File: src/rtl/core/rpcd_pkg.sv
// ----------------------------------------------------------------------------
// RPC frame deframer package
// Types, field codes and stream layout shared by the deframer files.
// ----------------------------------------------------------------------------
package rpcd_pkg;

    // Header geometry: only the first 28 bytes carry fields.
    localparam int HEADER_BYTES   = 32;
    localparam int HDR_IDX_W      = $clog2(HEADER_BYTES);
    localparam int HDR_USED_BYTES = 28;

    // Big-endian field offsets within the header.
    localparam int OFS_VERSION = 4;
    localparam int OFS_FLAGS   = 6;
    localparam int OFS_SEQ     = 8;
    localparam int OFS_META    = 16;
    localparam int OFS_PAYLOAD = 20;
    localparam int OFS_STATUS  = 24;

    // Configuration register indexes.
    localparam int CFG_IDX_W = 2;
    localparam logic [CFG_IDX_W-1:0] CFG_MAGIC   = 2'd0;
    localparam logic [CFG_IDX_W-1:0] CFG_VERSION = 2'd1;
    localparam logic [CFG_IDX_W-1:0] CFG_LIMIT   = 2'd2;
    localparam int CFG_DATA_W = 33;
    localparam logic [CFG_DATA_W-1:0] LIMIT_RESET = 33'h1_FFFF_FFFE;

    // Byte kinds.
    localparam logic [1:0] KIND_HEADER  = 2'd0;
    localparam logic [1:0] KIND_META    = 2'd1;
    localparam logic [1:0] KIND_PAYLOAD = 2'd2;

    // Error codes.
    localparam logic [1:0] ERR_NONE   = 2'd0;
    localparam logic [1:0] ERR_HEADER = 2'd1;
    localparam logic [1:0] ERR_SIZE   = 2'd2;

    // Stream widths.
    localparam int TDATA_W = 216;
    localparam int TUSER_W = 5;

    typedef enum logic [1:0] {
        PH_HEADER  = 2'd0,
        PH_META    = 2'd1,
        PH_PAYLOAD = 2'd2
    } phase_t;

    typedef struct packed {
        logic [31:0]           magic;
        logic [15:0]           version;
        logic [CFG_DATA_W-1:0] body_limit;
    } cfg_t;

    typedef struct packed {
        logic [7:0]  out_byte;
        logic [1:0]  byte_kind;
        logic [31:0] section_offset;
        logic        header_valid;
        logic [15:0] msg_flags;
        logic [63:0] msg_sequence;
        logic [31:0] msg_status;
        logic [31:0] meta_length;
        logic [31:0] payload_length;
        logic        message_end;
        logic [1:0]  error_code;
    } result_t;

endpackage

File: src/rtl/core/rpcd_parser.sv
// ----------------------------------------------------------------------------
// RPC frame deframer parser
// Holds the framing state and classifies one byte per step.
// ----------------------------------------------------------------------------
module rpcd_parser (
    input  logic            aclk,
    input  logic            aresetn,
    input  logic            step,
    input  logic [7:0]      data_byte,
    input  rpcd_pkg::cfg_t  cfg,
    output rpcd_pkg::result_t res
);
    import rpcd_pkg::*;

    phase_t                phase_reg, phase_next;
    logic [HDR_IDX_W-1:0]  hdr_idx_reg, hdr_idx_next;
    logic [7:0]            hdr_store_reg [HDR_USED_BYTES];
    logic [31:0]           meta_count_reg, meta_count_next;
    logic [31:0]           payload_count_reg, payload_count_next;
    logic [31:0]           meta_total_reg, meta_total_next;
    logic [31:0]           payload_total_reg, payload_total_next;
    logic [15:0]           held_flags_reg, held_flags_next;
    logic [63:0]           held_seq_reg, held_seq_next;
    logic [31:0]           held_status_reg, held_status_next;

    logic [31:0] hdr_magic, hdr_mlen, hdr_plen;
    logic [15:0] hdr_version;
    logic [32:0] body_sum;
    logic [31:0] meta_inc, payload_inc;
    logic        hdr_last;

    // Header fields read at fixed places of the store.
    assign hdr_magic   = {hdr_store_reg[0], hdr_store_reg[1],
                          hdr_store_reg[2], hdr_store_reg[3]};
    assign hdr_version = {hdr_store_reg[OFS_VERSION], hdr_store_reg[OFS_VERSION+1]};
    assign hdr_mlen    = {hdr_store_reg[OFS_META],   hdr_store_reg[OFS_META+1],
                          hdr_store_reg[OFS_META+2], hdr_store_reg[OFS_META+3]};
    assign hdr_plen    = {hdr_store_reg[OFS_PAYLOAD],   hdr_store_reg[OFS_PAYLOAD+1],
                          hdr_store_reg[OFS_PAYLOAD+2], hdr_store_reg[OFS_PAYLOAD+3]};
    assign body_sum    = {1'b0, hdr_mlen} + {1'b0, hdr_plen};
    assign meta_inc    = meta_count_reg + 32'd1;
    assign payload_inc = payload_count_reg + 32'd1;
    assign hdr_last    = (hdr_idx_reg == HDR_IDX_W'(HEADER_BYTES - 1));

    // Next state and the result of the byte being processed.
    always_comb begin
        phase_next         = phase_reg;
        hdr_idx_next       = hdr_idx_reg;
        meta_count_next    = meta_count_reg;
        payload_count_next = payload_count_reg;
        meta_total_next    = meta_total_reg;
        payload_total_next = payload_total_reg;
        held_flags_next    = held_flags_reg;
        held_seq_next      = held_seq_reg;
        held_status_next   = held_status_reg;
        res                = '0;
        res.out_byte       = data_byte;

        case (phase_reg)
            PH_META: begin
                res.byte_kind      = KIND_META;
                res.section_offset = meta_count_reg;
                meta_count_next    = meta_inc;
                if (meta_inc == meta_total_reg) begin
                    if (payload_total_reg == 32'd0) begin
                        res.message_end = 1'b1;
                        phase_next      = PH_HEADER;
                    end else begin
                        phase_next = PH_PAYLOAD;
                    end
                end
            end
            PH_PAYLOAD: begin
                res.byte_kind      = KIND_PAYLOAD;
                res.section_offset = payload_count_reg;
                payload_count_next = payload_inc;
                if (payload_inc == payload_total_reg) begin
                    res.message_end = 1'b1;
                    phase_next      = PH_HEADER;
                end
            end
            default: begin
                // Header collection; the unused phase code lands here too.
                phase_next         = PH_HEADER;
                res.byte_kind      = KIND_HEADER;
                res.section_offset = {{(32-HDR_IDX_W){1'b0}}, hdr_idx_reg};
                hdr_idx_next       = hdr_idx_reg + HDR_IDX_W'(1);
                if (hdr_last) begin
                    // The reserved tail byte completes the header: all fields are stored.
                    if (hdr_magic != cfg.magic || hdr_version != cfg.version) begin
                        res.error_code = ERR_HEADER;
                    end else if (body_sum > cfg.body_limit) begin
                        res.error_code = ERR_SIZE;
                    end else begin
                        res.header_valid   = 1'b1;
                        held_flags_next    = {hdr_store_reg[OFS_FLAGS],
                                              hdr_store_reg[OFS_FLAGS+1]};
                        held_seq_next      = {hdr_store_reg[OFS_SEQ],   hdr_store_reg[OFS_SEQ+1],
                                              hdr_store_reg[OFS_SEQ+2], hdr_store_reg[OFS_SEQ+3],
                                              hdr_store_reg[OFS_SEQ+4], hdr_store_reg[OFS_SEQ+5],
                                              hdr_store_reg[OFS_SEQ+6], hdr_store_reg[OFS_SEQ+7]};
                        held_status_next   = {hdr_store_reg[OFS_STATUS],
                                              hdr_store_reg[OFS_STATUS+1],
                                              hdr_store_reg[OFS_STATUS+2],
                                              hdr_store_reg[OFS_STATUS+3]};
                        meta_total_next    = hdr_mlen;
                        payload_total_next = hdr_plen;
                        meta_count_next    = 32'd0;
                        payload_count_next = 32'd0;
                        if (hdr_mlen == 32'd0 && hdr_plen == 32'd0) begin
                            res.message_end = 1'b1;
                        end else if (hdr_mlen != 32'd0) begin
                            phase_next = PH_META;
                        end else begin
                            phase_next = PH_PAYLOAD;
                        end
                    end
                end
            end
        endcase

        // Held fields show the header in force after this byte.
        res.msg_flags      = held_flags_next;
        res.msg_sequence   = held_seq_next;
        res.msg_status     = held_status_next;
        res.meta_length    = meta_total_next;
        res.payload_length = payload_total_next;
    end

    // Framing state registers.
    always_ff @(posedge aclk) begin
        if (!aresetn) begin
            phase_reg         <= PH_HEADER;
            hdr_idx_reg       <= '0;
            meta_count_reg    <= '0;
            payload_count_reg <= '0;
            meta_total_reg    <= '0;
            payload_total_reg <= '0;
            held_flags_reg    <= '0;
            held_seq_reg      <= '0;
            held_status_reg   <= '0;
        end else if (step) begin
            phase_reg         <= phase_next;
            hdr_idx_reg       <= hdr_idx_next;
            meta_count_reg    <= meta_count_next;
            payload_count_reg <= payload_count_next;
            meta_total_reg    <= meta_total_next;
            payload_total_reg <= payload_total_next;
            held_flags_reg    <= held_flags_next;
            held_seq_reg      <= held_seq_next;
            held_status_reg   <= held_status_next;
        end
    end

    // Header byte store; the reserved tail bytes are not kept.
    always_ff @(posedge aclk) begin
        if (step && phase_reg != PH_META && phase_reg != PH_PAYLOAD
                && hdr_idx_reg < HDR_IDX_W'(HDR_USED_BYTES)) begin
            hdr_store_reg[hdr_idx_reg] <= data_byte;
        end
    end

endmodule

File: src/rtl/core/rpc_frame_deframer.sv
// ----------------------------------------------------------------------------
// RPC frame deframer
// Splits a byte stream into 32-byte headers and meta/payload body bytes.
// ----------------------------------------------------------------------------
// Each byte passes through the input register and then the result register,
// which drives the m_ side. Throughput: one byte per cycle while m_tready
// keeps up; the input register and the result register each hold one request,
// so while a result waits one more byte can still enter.
// Reset (aresetn low, synchronous) empties both registers, returns framing to
// the first header byte, clears held header fields and loads register defaults.
module rpc_frame_deframer (
    input  logic                                 aclk,
    input  logic                                 aresetn,
    // Configuration write port
    input  logic                                 cfg_we,
    input  logic [rpcd_pkg::CFG_IDX_W-1:0]       cfg_index,
    input  logic [rpcd_pkg::CFG_DATA_W-1:0]      cfg_data,
    // Byte input
    input  logic                                 s_tvalid,
    output logic                                 s_tready,
    input  logic [7:0]                           s_tdata,   // data_byte
    // Result output
    output logic                                 m_tvalid,
    input  logic                                 m_tready,
    // out_byte, section_offset, msg_flags, msg_sequence, msg_status,
    // meta_length, payload_length
    output logic [rpcd_pkg::TDATA_W-1:0]         m_tdata,
    // byte_kind, header_valid, error_code
    output logic [rpcd_pkg::TUSER_W-1:0]         m_tuser,
    output logic                                 m_tlast    // message_end
);
    import rpcd_pkg::*;

    cfg_t        cfg_reg;
    logic        in_valid_reg;
    logic [7:0]  in_byte_reg;
    logic        m_valid_reg;
    result_t     m_res_reg;
    result_t     res;
    logic        advance;

    // A byte moves into the result register when that register is free or draining.
    assign advance  = in_valid_reg && (!m_valid_reg || m_tready);
    assign s_tready = !in_valid_reg || advance;

    // Configuration registers.
    always_ff @(posedge aclk) begin
        if (!aresetn) begin
            cfg_reg.magic      <= '0;
            cfg_reg.version    <= '0;
            cfg_reg.body_limit <= LIMIT_RESET;
        end else if (cfg_we) begin
            case (cfg_index)
                CFG_MAGIC:   cfg_reg.magic      <= cfg_data[31:0];
                CFG_VERSION: cfg_reg.version    <= cfg_data[15:0];
                CFG_LIMIT:   cfg_reg.body_limit <= cfg_data;
                default: begin
                end
            endcase
        end
    end

    // Input register.
    always_ff @(posedge aclk) begin
        if (!aresetn) begin
            in_valid_reg <= 1'b0;
        end else if (s_tvalid && s_tready) begin
            in_valid_reg <= 1'b1;
        end else if (advance) begin
            in_valid_reg <= 1'b0;
        end
    end

    always_ff @(posedge aclk) begin
        if (s_tvalid && s_tready) begin
            in_byte_reg <= s_tdata;
        end
    end

    rpcd_parser u_parser (
        .aclk      (aclk),
        .aresetn   (aresetn),
        .step      (advance),
        .data_byte (in_byte_reg),
        .cfg       (cfg_reg),
        .res       (res)
    );

    // Result register.
    always_ff @(posedge aclk) begin
        if (!aresetn) begin
            m_valid_reg <= 1'b0;
        end else if (advance) begin
            m_valid_reg <= 1'b1;
        end else if (m_tready) begin
            m_valid_reg <= 1'b0;
        end
    end

    always_ff @(posedge aclk) begin
        if (advance) begin
            m_res_reg <= res;
        end
    end

    assign m_tvalid = m_valid_reg;
    assign m_tdata  = {m_res_reg.payload_length, m_res_reg.meta_length,
                       m_res_reg.msg_status, m_res_reg.msg_sequence,
                       m_res_reg.msg_flags, m_res_reg.section_offset,
                       m_res_reg.out_byte};
    assign m_tuser  = {m_res_reg.error_code, m_res_reg.header_valid, m_res_reg.byte_kind};
    assign m_tlast  = m_res_reg.message_end;

endmodule

File: config.mk
export PLATFORM = sky130hd
export DESIGN_NAME = rpc_frame_deframer
export DESIGN_NICKNAME = d
export VERILOG_FILES = /design/src/rtl/core/rpcd_pkg.sv /design/src/rtl/core/rpcd_parser.sv /design/src/rtl/core/rpc_frame_deframer.sv
export SDC_FILE = /design/constraint.sdc
export NUM_CORES = 1
export LEC_CHECK = 0
export BUFFER_PORTS_ARGS = -buffer_cell sky130_fd_sc_hd__buf_2
export CELL_PAD_IN_SITES_DETAIL_PLACEMENT = 0
export CELL_PAD_IN_SITES_GLOBAL_PLACEMENT = 1
export CORE_ASPECT_RATIO = 1.5
export CORE_MARGIN = 2
export CORE_UTILIZATION = 44
export DETAILED_ROUTE_END_ITERATION = 8
export PLACE_DENSITY_LB_ADDON = 0.1
export SYNTH_ARGS = -nofsm -noshare
export SYNTH_HDL_FRONTEND = slang
export SYNTH_SLANG_ARGS = --single-unit
export TNS_END_PERCENT = 100
File: constraint.sdc
create_clock -name aclk -period 7.8 [get_ports aclk]
set_clock_uncertainty 0.2 [all_clocks]
set_input_delay 0 -clock aclk [delete_from_list [all_inputs] [get_ports aclk]]
set_output_delay 0 -clock aclk [all_outputs]
set_load 0.1 [all_outputs]
# [Word level (Yosys, flattened, before mapping)]
# Memories as Yosys holds them, arrays and structs flattened.
# Cells that the tools add are included.
[word_totals] ff_bits=560 mem_bits_rw=224 output_inout_bits=224 n_memories=1
[mem_list] memory="u_parser.hdr_store_reg" depth=28 word_bits=8 read_ports=28 rd_clocked_by_memory_dff=0 write_ports=1 line="rpcd_parser.sv:17" rtl="logic [7:0] hdr_store_reg [HDR_USED_BYTES];"
[op_classes] add_sub_neg=4 magnitude_cmp=2 eq_ne=17 mux=52 bitwise_logic=4 reduce_logical=30
[op_table] op="$mux 32" n=15
[op_table] op="$mux 64" n=4
[op_table] op="$pmux 32 s2" n=2
[op_table] op="$logic_not 32->1" n=3
[op_table] op="$pmux 34 s2" n=1
[op_table] op="$add 32x1->32 const B" n=2
[op_table] op="$eq 32x32->1" n=2
[op_table] op="$mux 16" n=4
[op_table] op="$add 32x32->33" n=1
[op_table] op="$gt 33x33->1" n=1
[op_table] op="$ne 32x32->1" n=1
[op_table] op="$reduce_bool 32->1" n=1
[op_table] op="$mux 2" n=10
[op_table] op="$ne 16x16->1" n=1
[op_table] op="$mux 1" n=13
[op_table] op="$ne 2x2->1 const B" n=5
[op_table] op="$reduce_and 5->1" n=2
[op_table] op="$reduce_and 2->1" n=4
[op_table] op="$reduce_bool 2->1" n=4
[op_table] op="$logic_and 1x1->1" n=6
[op_table] op="$ne 2x1->1 const B" n=3
[op_table] op="$add 5x1->5 const B" n=1
[op_table] op="$eq 5x5->1 const B" n=1
[op_table] op="$lt 5x5->1 const B" n=1
[op_table] op="13 further kinds" n=21

# [Logic depth before layout (Yosys ltp)]
# Gate-level depths: netlist (run 1).
[depth] ltp_word=8 depth_mapped=25 mapped_depth_nobuf=22

# [By module]
# Synthesis (run 1) repeated with hierarchy kept, for this count alone.
[unflattened] cells_unflattened=2926 hier_area_um2=35261.3
[by_module_without_submodules] module="rpcd_parser" instances=1 cells_each=2343 area_per_inst_um2=24775.0
[by_module_without_submodules] module="rpc_frame_deframer" instances=1 cells_each=583 area_per_inst_um2=10486.3

# [Worst setup path before layout (run 1)]
# OpenSTA, ideal clock, no wires.
[synth_path] path_kind="flip-flop to flip-flop" start="register m_valid_reg (netlist: m_tvalid)" end="register u_parser.held_seq_reg[54]" setup_ns=0.076 arrival_ns=7.972 required_ns=7.524 setup_slack_ns=-0.447 path_stages_with_launch=9 synth_period_minus_slack_ns=8.247 path_cell_list="dfxtp_1 nor2b_1 nand2b_1 clkinv_1 nand3_1 clkbuf_1 clkbuf_1 nand2_1 a21boi_0"
[synth_via] elab_chain_cells=3
[synth_rtl] element="from (decl)" line="rpc_frame_deframer.sv:37" rtl="logic m_valid_reg;"
[synth_rtl] element="from (signal assigned)" line="rpc_frame_deframer.sv:92" rtl="m_valid_reg <= 1'b0;"
[synth_rtl] element="from (signal assigned)" line="rpc_frame_deframer.sv:94" rtl="m_valid_reg <= 1'b1;"
[synth_rtl] element="from (signal assigned)" line="rpc_frame_deframer.sv:96" rtl="m_valid_reg <= 1'b0;"
[synth_rtl] element="$logic_not 1->1" line="rpc_frame_deframer.sv:43" rtl="assign advance = in_valid_reg && (!m_valid_reg || m_tready);"
[synth_rtl] element="$logic_or 1x1->1" line="rpc_frame_deframer.sv:43"
[synth_rtl] element="$logic_and 1x1->1" line="rpc_frame_deframer.sv:43"
[synth_rtl] element="via advance" line="rpc_frame_deframer.sv:40" rtl="logic advance;"
[synth_rtl] element="to (signal assigned)" line="rpcd_parser.sv:150" rtl="held_seq_reg <= held_seq_next;"
[synth_rtl] element="to (decl)" line="rpcd_parser.sv:23" rtl="logic [63:0] held_seq_reg, held_seq_next;"
# The timed path passes the listed nets, and every way through them passes these cells.
# A chain may end at the register's enable or synchronous reset.

==> results of run 1 <==
## path summary, 6_finish.rpt
path,from,end,slack [ns]
min,cfg_data[29],cfg_reg[78],0.04
max,u_parser.hdr_store_reg[19][6],u_parser.held_status_reg[15],1.20
min reg2reg,u_parser.held_status_reg[13],u_parser.held_status_reg[13],0.26
max reg2reg,u_parser.hdr_store_reg[19][6],u_parser.held_status_reg[15],1.20
## logic make-up (layout without fill, tap and decap cells)
logic type,Yosys count,count (layout),synth area share [%]
adders and majority gates,75,75,2.72
xor gates and xnor gates,160,160,4.03
and+or+nand+nor,1035,1035,13.7
muxes,180,180,5.81
other,0,1,0
DFF,784,784,58.2
AOI/OAI and AO/OA,629,629,12.7
buffers and inverters,250,600,2.91
## stage by stage
| stage | hold slack, ns | power [mW] | worst slack, ns | utilization [%] |
|---|---|---|---|---|
| 2_1_floorplan | -0.101 | 5.12 | 2.31 | - |
| 3_3_place_gp | -0.0202 | 5.30 | 1.50 | 47.1 |
| 3_5_place_dp | -0.0219 | 5.31 | 1.34 | 47.1 |
| 4_1_cts | 0.00239 | 9.19 | 1.33 | 51.5 |
| 5_1_grt | 0.0315 | 9.37 | 0.915 | 51.5 |
| 6_report | 0.0367 | 9.11 | 1.20 | 51.5 |
## cell type report
type,instances,area (µm²)
clock inverter,34,363
inverter,65,251
timing repair buffer,392,2530
antenna,1,2.50
sequential,784,20200
clock buffer,109,2230
fill,6911,38000
multi-input combinational,2079,13600
tap,1024,1280
## repair_timing
action / CTS / global route
endpoints found under the hold margin: 125 / 0
resized for setup: 0 / 0
setup buffers: 0 / 0
hold buffers: 89 / 0
## placed cells by master, fill, tap and decap left out, drive strengths merged, types with 72 or more instances in the layout
cell and count:
mux2 175, xor2 91, ha 74, dlygate4sd3 89, nand2 588, a21oi 72
nor2 106, edfxtp 454, o21ai 97, clkbuf 109, buf 303, dfxtp 330
a21boi 276
## worst max-delay path, stage by stage, from the launching register on
cell and delay (ns):
edfxtp_1 0.45, ha_1 0.42, a2111oi_0 0.44, o21ai_0 0.25, a22oi_1 0.28, o21ai_0 0.25
o211ai_1 0.29, a31oi_1 0.17, or4_1 0.46, a31oi_1 0.24, xnor2_1 0.15, ha_1 0.26
nand4_1 0.12, nor3_1 0.09, a311oi_1 0.27, nand4_1 0.21, a21oi_1 0.83, nand3_4 0.16
buf_12 0.26, nand2_1 0.24, a21boi_0 0.11
## report_power, final
part / internal [mW] / total, mW / switching (mW)
clock network: 2.21 / 3.86 / 1.65
logic: 0.128 / 0.749 / 0.621
registers: 4.45 / 4.50 / 0.0481
total: 6.79 / 9.11 / 2.32
## layer usage
metal  share of wire (%)  wire, µm
met1                  38     41800
met2                  52     56800
met3                 5.1      5560
met4                 5.2      5760
met5                   0         0
==> flow_results.xml, run 1 <==
<?xml version="1.0" encoding="UTF-8"?>
<metrics>
  <group name="run_status">
    <metric name="outcome" unit="">completed</metric>
  </group>
  <group name="clock_tree">
    <metric name="worstSkewPairLatency" unit="ns">0.64</metric>
    <metric name="clock_h_tree_levels" unit="">3</metric>
    <metric name="cts_buffer_depth" unit="">3</metric>
    <metric name="clockRootBuffer" unit="">clkbuf_16</metric>
    <metric name="clkTransAtPathRegs" unit="ns">0.06</metric>
    <metric name="tritoncts.num_buffers" unit="">78</metric>
    <metric name="cts_tree" unit="">built</metric>
    <metric name="tritoncts_num_sinks" unit="">784</metric>
  </group>
  <group name="worst_setup_path">
    <metric name="critPathArrivalTime" unit="ns">6.91</metric>
    <metric name="timing.critical_path.required" unit="ns">8.11</metric>
    <metric name="worst_r2r_path_depth" unit="">20</metric>
    <metric name="worst_setup_path_end_kind" unit="">flop</metric>
    <metric name="path_class" unit="">flop to flop</metric>
    <metric name="critical_path.startpoint_type" unit="">flop</metric>
    <metric name="timing.critical_path.fanout_max" unit="">132</metric>
  </group>
  <group name="logic_synthesis">
    <metric name="combined_area_of_all_synthesized_cells" unit="µm²">34800</metric>
    <metric name="synth_top_flop_cell" unit="">edfxtp_1</metric>
    <metric name="post_synth_main_area_contributors" unit="">edfxtp_1 (39%), dfxtp_1 (19%), nand2_1 (6.3%)</metric>
    <metric name="synth.ff_latch_count" unit="">784</metric>
    <metric name="synth_cell_types" unit="">81</metric>
    <metric name="synth_fp_nets" unit="">3236</metric>
    <metric name="synthDominantCellAreaShare" unit="%">39.2</metric>
    <metric name="synthArstFlopShare" unit="%">0</metric>
    <metric name="yosys_warnings" unit="">0</metric>
    <metric name="yosysSeqAreaShare" unit="%">58.2</metric>
    <metric name="post_synth_inst_count" unit="">3113</metric>
    <metric name="synth_area_per_cell" unit="µm²">11.2</metric>
    <metric name="synth-edff-count" unit="">454</metric>
    <metric name="synth_most_common_cell" unit="">nand2_1</metric>
    <metric name="post-synth-top-area-cell" unit="">edfxtp_1</metric>
    <metric name="synth_common_cells" unit="">nand2_1 (588), edfxtp_1 (454), dfxtp_1 (330), a21boi_0 (276), mux2_2 (175)</metric>
  </group>
  <group name="route">
    <metric name="wire_per_inst" unit="µm">24.5</metric>
    <metric name="number_of_vias_after_detailed_routing" unit="">25100</metric>
    <metric name="first_pass_iters" unit="">7</metric>
    <metric name="antenna_violating_nets_post_route" unit="">0</metric>
    <metric name="drt-total-wl" unit="µm">110000</metric>
    <metric name="drc_marker_count_from_the_first_detailed_route_iteration" unit="">1648</metric>
    <metric name="number_of_remaining_drc_errors" unit="">0</metric>
    <metric name="via_per_inst" unit="">5.59</metric>
  </group>
  <group name="placement">
    <metric name="place.detailed.hpwl" unit="µm">75000</metric>
    <metric name="placed_cells_incl_taps" unit="">4255</metric>
    <metric name="post_dp_cell_area" unit="µm²">37000</metric>
    <metric name="finalWeightedCongestion" unit="">0.899</metric>
    <metric name="port_buffers" unit="">271</metric>
  </group>
  <group name="sta">
    <metric name="layout_min_cycle_time" unit="ns">6.60</metric>
    <metric name="unrepaired_setup_endpoints_after_global_routing" unit="">no</metric>
    <metric name="slew_headroom" unit="%">26.9</metric>
    <metric name="timing_max_transition_violations_final" unit="">0</metric>
    <metric name="hold_viol" unit="">0</metric>
    <metric name="post-route-period-util" unit="%">84.6</metric>
    <metric name="setup_viol" unit="">0</metric>
    <metric name="max_slew.worst_pin.slew" unit="ns">1.10</metric>
    <metric name="fin_tns_setup" unit="ns">0</metric>
    <metric name="max_freq" unit="MHz">152</metric>
  </group>
  <group name="global_route">
    <metric name="first_global_vias" unit="">25200</metric>
    <metric name="grt_antenna_before_repair" unit="">1</metric>
    <metric name="grt_util_met3" unit="%">4.68</metric>
    <metric name="gr-total-overflow" unit="">0</metric>
    <metric name="grt_usage" unit="%">26.8</metric>
    <metric name="grtUsageMet2" unit="%">48.1</metric>
    <metric name="pin_count_of_the_biggest_net_entering_global_routing" unit="">133</metric>
    <metric name="grt_pass1_wl" unit="µm">162000</metric>
    <metric name="global_route.usage.met1" unit="%">30.3</metric>
    <metric name="grt-busiest-layer" unit="">met2</metric>
  </group>
  <group name="floorplanning">
    <metric name="pin_count" unit="">272</metric>
    <metric name="die_extent_in_x" unit="µm">234</metric>
    <metric name="core.rowCount" unit="">126</metric>
    <metric name="fp.dieArea" unit="µm²">81300</metric>
    <metric name="design.core.area" unit="µm²">78500</metric>
    <metric name="dieHeight" unit="µm">348</metric>
    <metric name="floorplan.initialDensity" unit="%">44.3</metric>
  </group>
  <group name="power_and_ir_drop">
    <metric name="max-vdd-ir-drop" unit="V">0.000182</metric>
    <metric name="leakagePower" unit="nW">14.6</metric>
    <metric name="power_per_standard_cell_area" unit="nW/µm²">225</metric>
  </group>
  <group name="flow_run">
    <metric name="maxCapViolations" unit="">0</metric>
  </group>
  <group name="finish">
    <metric name="synthToLayoutAreaGrowth" unit="%">16.4</metric>
    <metric name="largest_reg_flops" unit="">224</metric>
    <metric name="final_net_count" unit="">3523</metric>
    <metric name="instances_no_fill" unit="">4488</metric>
    <metric name="non_filler_cell_area_final" unit="µm²">40500</metric>
    <metric name="drive_above_1_share" unit="%">18.1</metric>
  </group>
  <group name="hold_path">
    <metric name="number_of_instances_on_the_worst_hold_path" unit="">4</metric>
    <metric name="min_path_type" unit="">input port to flop</metric>
  </group>
</metrics>
Power figures use the tool's default switching activity.
==> run 2: changes to the inputs <==
--- a/config.mk
+++ b/config.mk
@@ -10,7 +10,7 @@
 export CELL_PAD_IN_SITES_GLOBAL_PLACEMENT = 1
 export CORE_ASPECT_RATIO = 1.5
 export CORE_MARGIN = 2
-export CORE_UTILIZATION = 44
+export CORE_UTILIZATION = 45
 export DETAILED_ROUTE_END_ITERATION = 8
 export PLACE_DENSITY_LB_ADDON = 0.1
 export SYNTH_ARGS = -nofsm -noshare
==> constraint.sdc (replaced) <==
create_clock -name aclk -period 6.65 [get_ports aclk]
set_clock_uncertainty 0.2 [all_clocks]
set_input_delay 0 -clock aclk [delete_from_list [all_inputs] [get_ports aclk]]
set_output_delay 0 -clock aclk [all_outputs]
set_load 0.1 [all_outputs]
==> run 2 against run 1 <==
Worst hold slack got worse by 0.0072 ns. Via count fell by 0.43%. Die area down 2.2%. Design area is essentially flat. Worst setup slack worse by 0.55 ns. Wire length down 3.2%. Core utilization rose by 1.5 points. Global-route usage is 0.21 points lower. Non-clock buffer count is the same. Count of clock-buffer cells in the layout shrank 4. Total power grew 16%. Critical path type unchanged. Largest cell class unchanged.
==> flow_results.xml, run 2 (synthesis results as in run 1) <==
<?xml version="1.0" encoding="UTF-8"?>
<metrics>
  <group name="placement">
    <metric name="placement.setup.worst_slack" unit="ns">0.719</metric>
    <metric name="port_buffers" unit="">271</metric>
    <metric name="finalWeightedCongestion" unit="">0.904</metric>
    <metric name="post_dp_cell_area" unit="µm²">37000</metric>
    <metric name="place.detailed.hpwl" unit="µm">73100</metric>
  </group>
  <group name="worst_setup_path">
    <metric name="timing.critical_path.required" unit="ns">7.00</metric>
    <metric name="critical_path.startpoint_type" unit="">flop</metric>
    <metric name="critPathArrivalTime" unit="ns">6.35</metric>
    <metric name="path_class" unit="">flop to flop</metric>
    <metric name="timing.critical_path.fanout_max" unit="">100</metric>
    <metric name="worst_setup_path_end_kind" unit="">flop</metric>
  </group>
  <group name="finish">
    <metric name="final_net_count" unit="">3521</metric>
    <metric name="final.fill_count" unit="">6703</metric>
    <metric name="final_cell_mix" unit="">nand2_1 (588), edfxtp_1 (454), dfxtp_1 (330), a21boi_0 (276), buf_2 (270)</metric>
    <metric name="non_filler_cell_area_final" unit="µm²">40500</metric>
    <metric name="largest_reg_flops" unit="">224</metric>
    <metric name="final_common_cell" unit="">nand2_1</metric>
    <metric name="drive_above_1_share" unit="%">18.0</metric>
    <metric name="antenna-diode-count" unit="">0</metric>
    <metric name="synthToLayoutAreaGrowth" unit="%">16.3</metric>
  </group>
  <group name="clock_tree">
    <metric name="tritoncts.num_buffers" unit="">76</metric>
    <metric name="tritoncts_num_sinks" unit="">784</metric>
    <metric name="cts_tree" unit="">built</metric>
    <metric name="clockRootBuffer" unit="">clkbuf_16</metric>
    <metric name="cts_buffer_depth" unit="">3</metric>
    <metric name="clock_h_tree_levels" unit="">3</metric>
    <metric name="worstSkewPairLatency" unit="ns">0.64</metric>
    <metric name="clkTransAtPathRegs" unit="ns">0.06</metric>
  </group>
  <group name="sta">
    <metric name="post-route-period-util" unit="%">90.2</metric>
    <metric name="max_slew.worst_pin.slew" unit="ns">1.11</metric>
    <metric name="fin_tns_setup" unit="ns">0</metric>
    <metric name="finalWorstSetupSlack" unit="ns">0.652</metric>
    <metric name="setup_viol" unit="">0</metric>
    <metric name="hold_viol" unit="">0</metric>
    <metric name="max_freq" unit="MHz">167</metric>
    <metric name="slew_headroom" unit="%">25.9</metric>
    <metric name="layout_min_cycle_time" unit="ns">6.00</metric>
    <metric name="timing_max_transition_violations_final" unit="">0</metric>
    <metric name="unrepaired_setup_endpoints_after_global_routing" unit="">no</metric>
  </group>
  <group name="global_route">
    <metric name="grt_usage" unit="%">26.6</metric>
    <metric name="first_global_vias" unit="">25000</metric>
    <metric name="gr-total-overflow" unit="">0</metric>
    <metric name="grt_antenna_before_repair" unit="">1</metric>
    <metric name="pin_count_of_the_biggest_net_entering_global_routing" unit="">108</metric>
    <metric name="grt_pass1_wl" unit="µm">158000</metric>
  </group>
  <group name="route">
    <metric name="drc_marker_count_from_the_first_detailed_route_iteration" unit="">1644</metric>
    <metric name="number_of_remaining_drc_errors" unit="">0</metric>
    <metric name="wire_per_inst" unit="µm">23.8</metric>
    <metric name="via_per_inst" unit="">5.60</metric>
    <metric name="drt-total-wl" unit="µm">106000</metric>
    <metric name="number_of_vias_after_detailed_routing" unit="">25000</metric>
    <metric name="first_pass_iters" unit="">6</metric>
    <metric name="antenna_violating_nets_post_route" unit="">0</metric>
  </group>
  <group name="floorplanning">
    <metric name="dieHeight" unit="µm">344</metric>
    <metric name="fp.dieArea" unit="µm²">79600</metric>
    <metric name="core.rowCount" unit="">124</metric>
    <metric name="pin_count" unit="">272</metric>
    <metric name="design.core.area" unit="µm²">76300</metric>
    <metric name="floorplan.initialDensity" unit="%">45.6</metric>
    <metric name="die_extent_in_x" unit="µm">231</metric>
  </group>
  <group name="flow_run">
    <metric name="maxCapViolations" unit="">0</metric>
  </group>
  <group name="power_and_ir_drop">
    <metric name="leakagePower" unit="nW">14.6</metric>
    <metric name="max-vdd-ir-drop" unit="V">0.000223</metric>
    <metric name="totalPowerFinal" unit="mW">10.6</metric>
    <metric name="power_per_standard_cell_area" unit="nW/µm²">262</metric>
  </group>
  <group name="run_status">
    <metric name="outcome" unit="">completed</metric>
  </group>
  <group name="hold_path">
    <metric name="min_path_type" unit="">input port to flop</metric>
  </group>
</metrics>
-- run 2: cell count changes in the layout (fill, tap and decap cells not counted), moves of 2 or more --
cell and change:
clkbuf_16 -6, buf_12 +5, clkinv_2 -4, clkbuf_1 +3
clkinv_8 +3, dlygate4sd3_1 -3, buf_4 -2, bufinv_16 +2
clkinv_4 -2, inv_6 +2
-- run 2: report_power, final --
part           switching [mW]  total (mW)  internal (mW)
Combinational           0.722       0.871          0.149
Sequential             0.0545        5.28           5.22
Clock                    1.91        4.45           2.54
-- run 2: layer usage --
metal  up-vias  global-route usage [%]  wire [µm]
li1      11800                       -          -
met1     12300                    30.3      40700
met2       715                    48.1      55000
met3       175                    4.22       5300
met4         0                    13.3       5450
met5         -                       0          0
-- run 2: path summary, 6_finish.rpt --
check	startpoint	to	slack, ns	cells past startpoint
worst max-delay path	u_parser.hdr_store_reg[23][6]	u_parser.held_seq_reg[24]	0.65	20
worst max register to register	u_parser.hdr_store_reg[23][6]	u_parser.held_seq_reg[24]	0.65	20
worst min register to register	u_parser.held_seq_reg[31]	u_parser.held_seq_reg[31]	0.26	2
worst min-delay path	cfg_data[20]	cfg_reg[69]	0.03	4
-- run 2: final cells by class --
| type | count | area [µm²] | area share [%] |
|---|---|---|---|
| repair buffers | 392 | 2590 | 6.39 |
| inverters | 65 | 251 | 0.622 |
| well taps | 1008 | 1260 | 3.12 |
| flip-flops and latches | 784 | 20200 | 50.0 |
| clock inverters | 35 | 464 | 1.15 |
| clock buffers | 105 | 2080 | 5.14 |
| multi-input cells | 2079 | 13600 | 33.5 |
-- run 2: worst max-delay path, stage by stage (launching register included) --
cell and delay [ns]:
edfxtp_1 0.44, ha_1 0.42, a2111oi_0 0.39, o21ai_0 0.20, a22oi_1 0.27, o21ai_0 0.25
o211ai_1 0.28, a31oi_1 0.17, or4_1 0.46, a31oi_1 0.23, xnor2_1 0.16, ha_1 0.28
nand4_1 0.12, nor3_1 0.09, a311oi_1 0.26, nand4_1 0.19, a211o_4 0.49, nor2_4 0.20
buf_12 0.40, nand2_1 0.10, a21boi_0 0.20
-- run 2: repair_timing --
item,in CTS,in global routing
gates resized for setup,0,0
hold endpoints to repair,164,0
buffers inserted,0,0
hold buffers,86,0
-- run 2: through the flow --
step	std cells	util (%)	hold WS, ns
floorplan	3113	-	-0.101
global placement	4242	48.5	-0.0206
detailed placement	4242	48.5	-0.0209
CTS	4468	53.0	0.00173
global route	4468	53.0	0.0314
finish	4468	53.0	0.0295
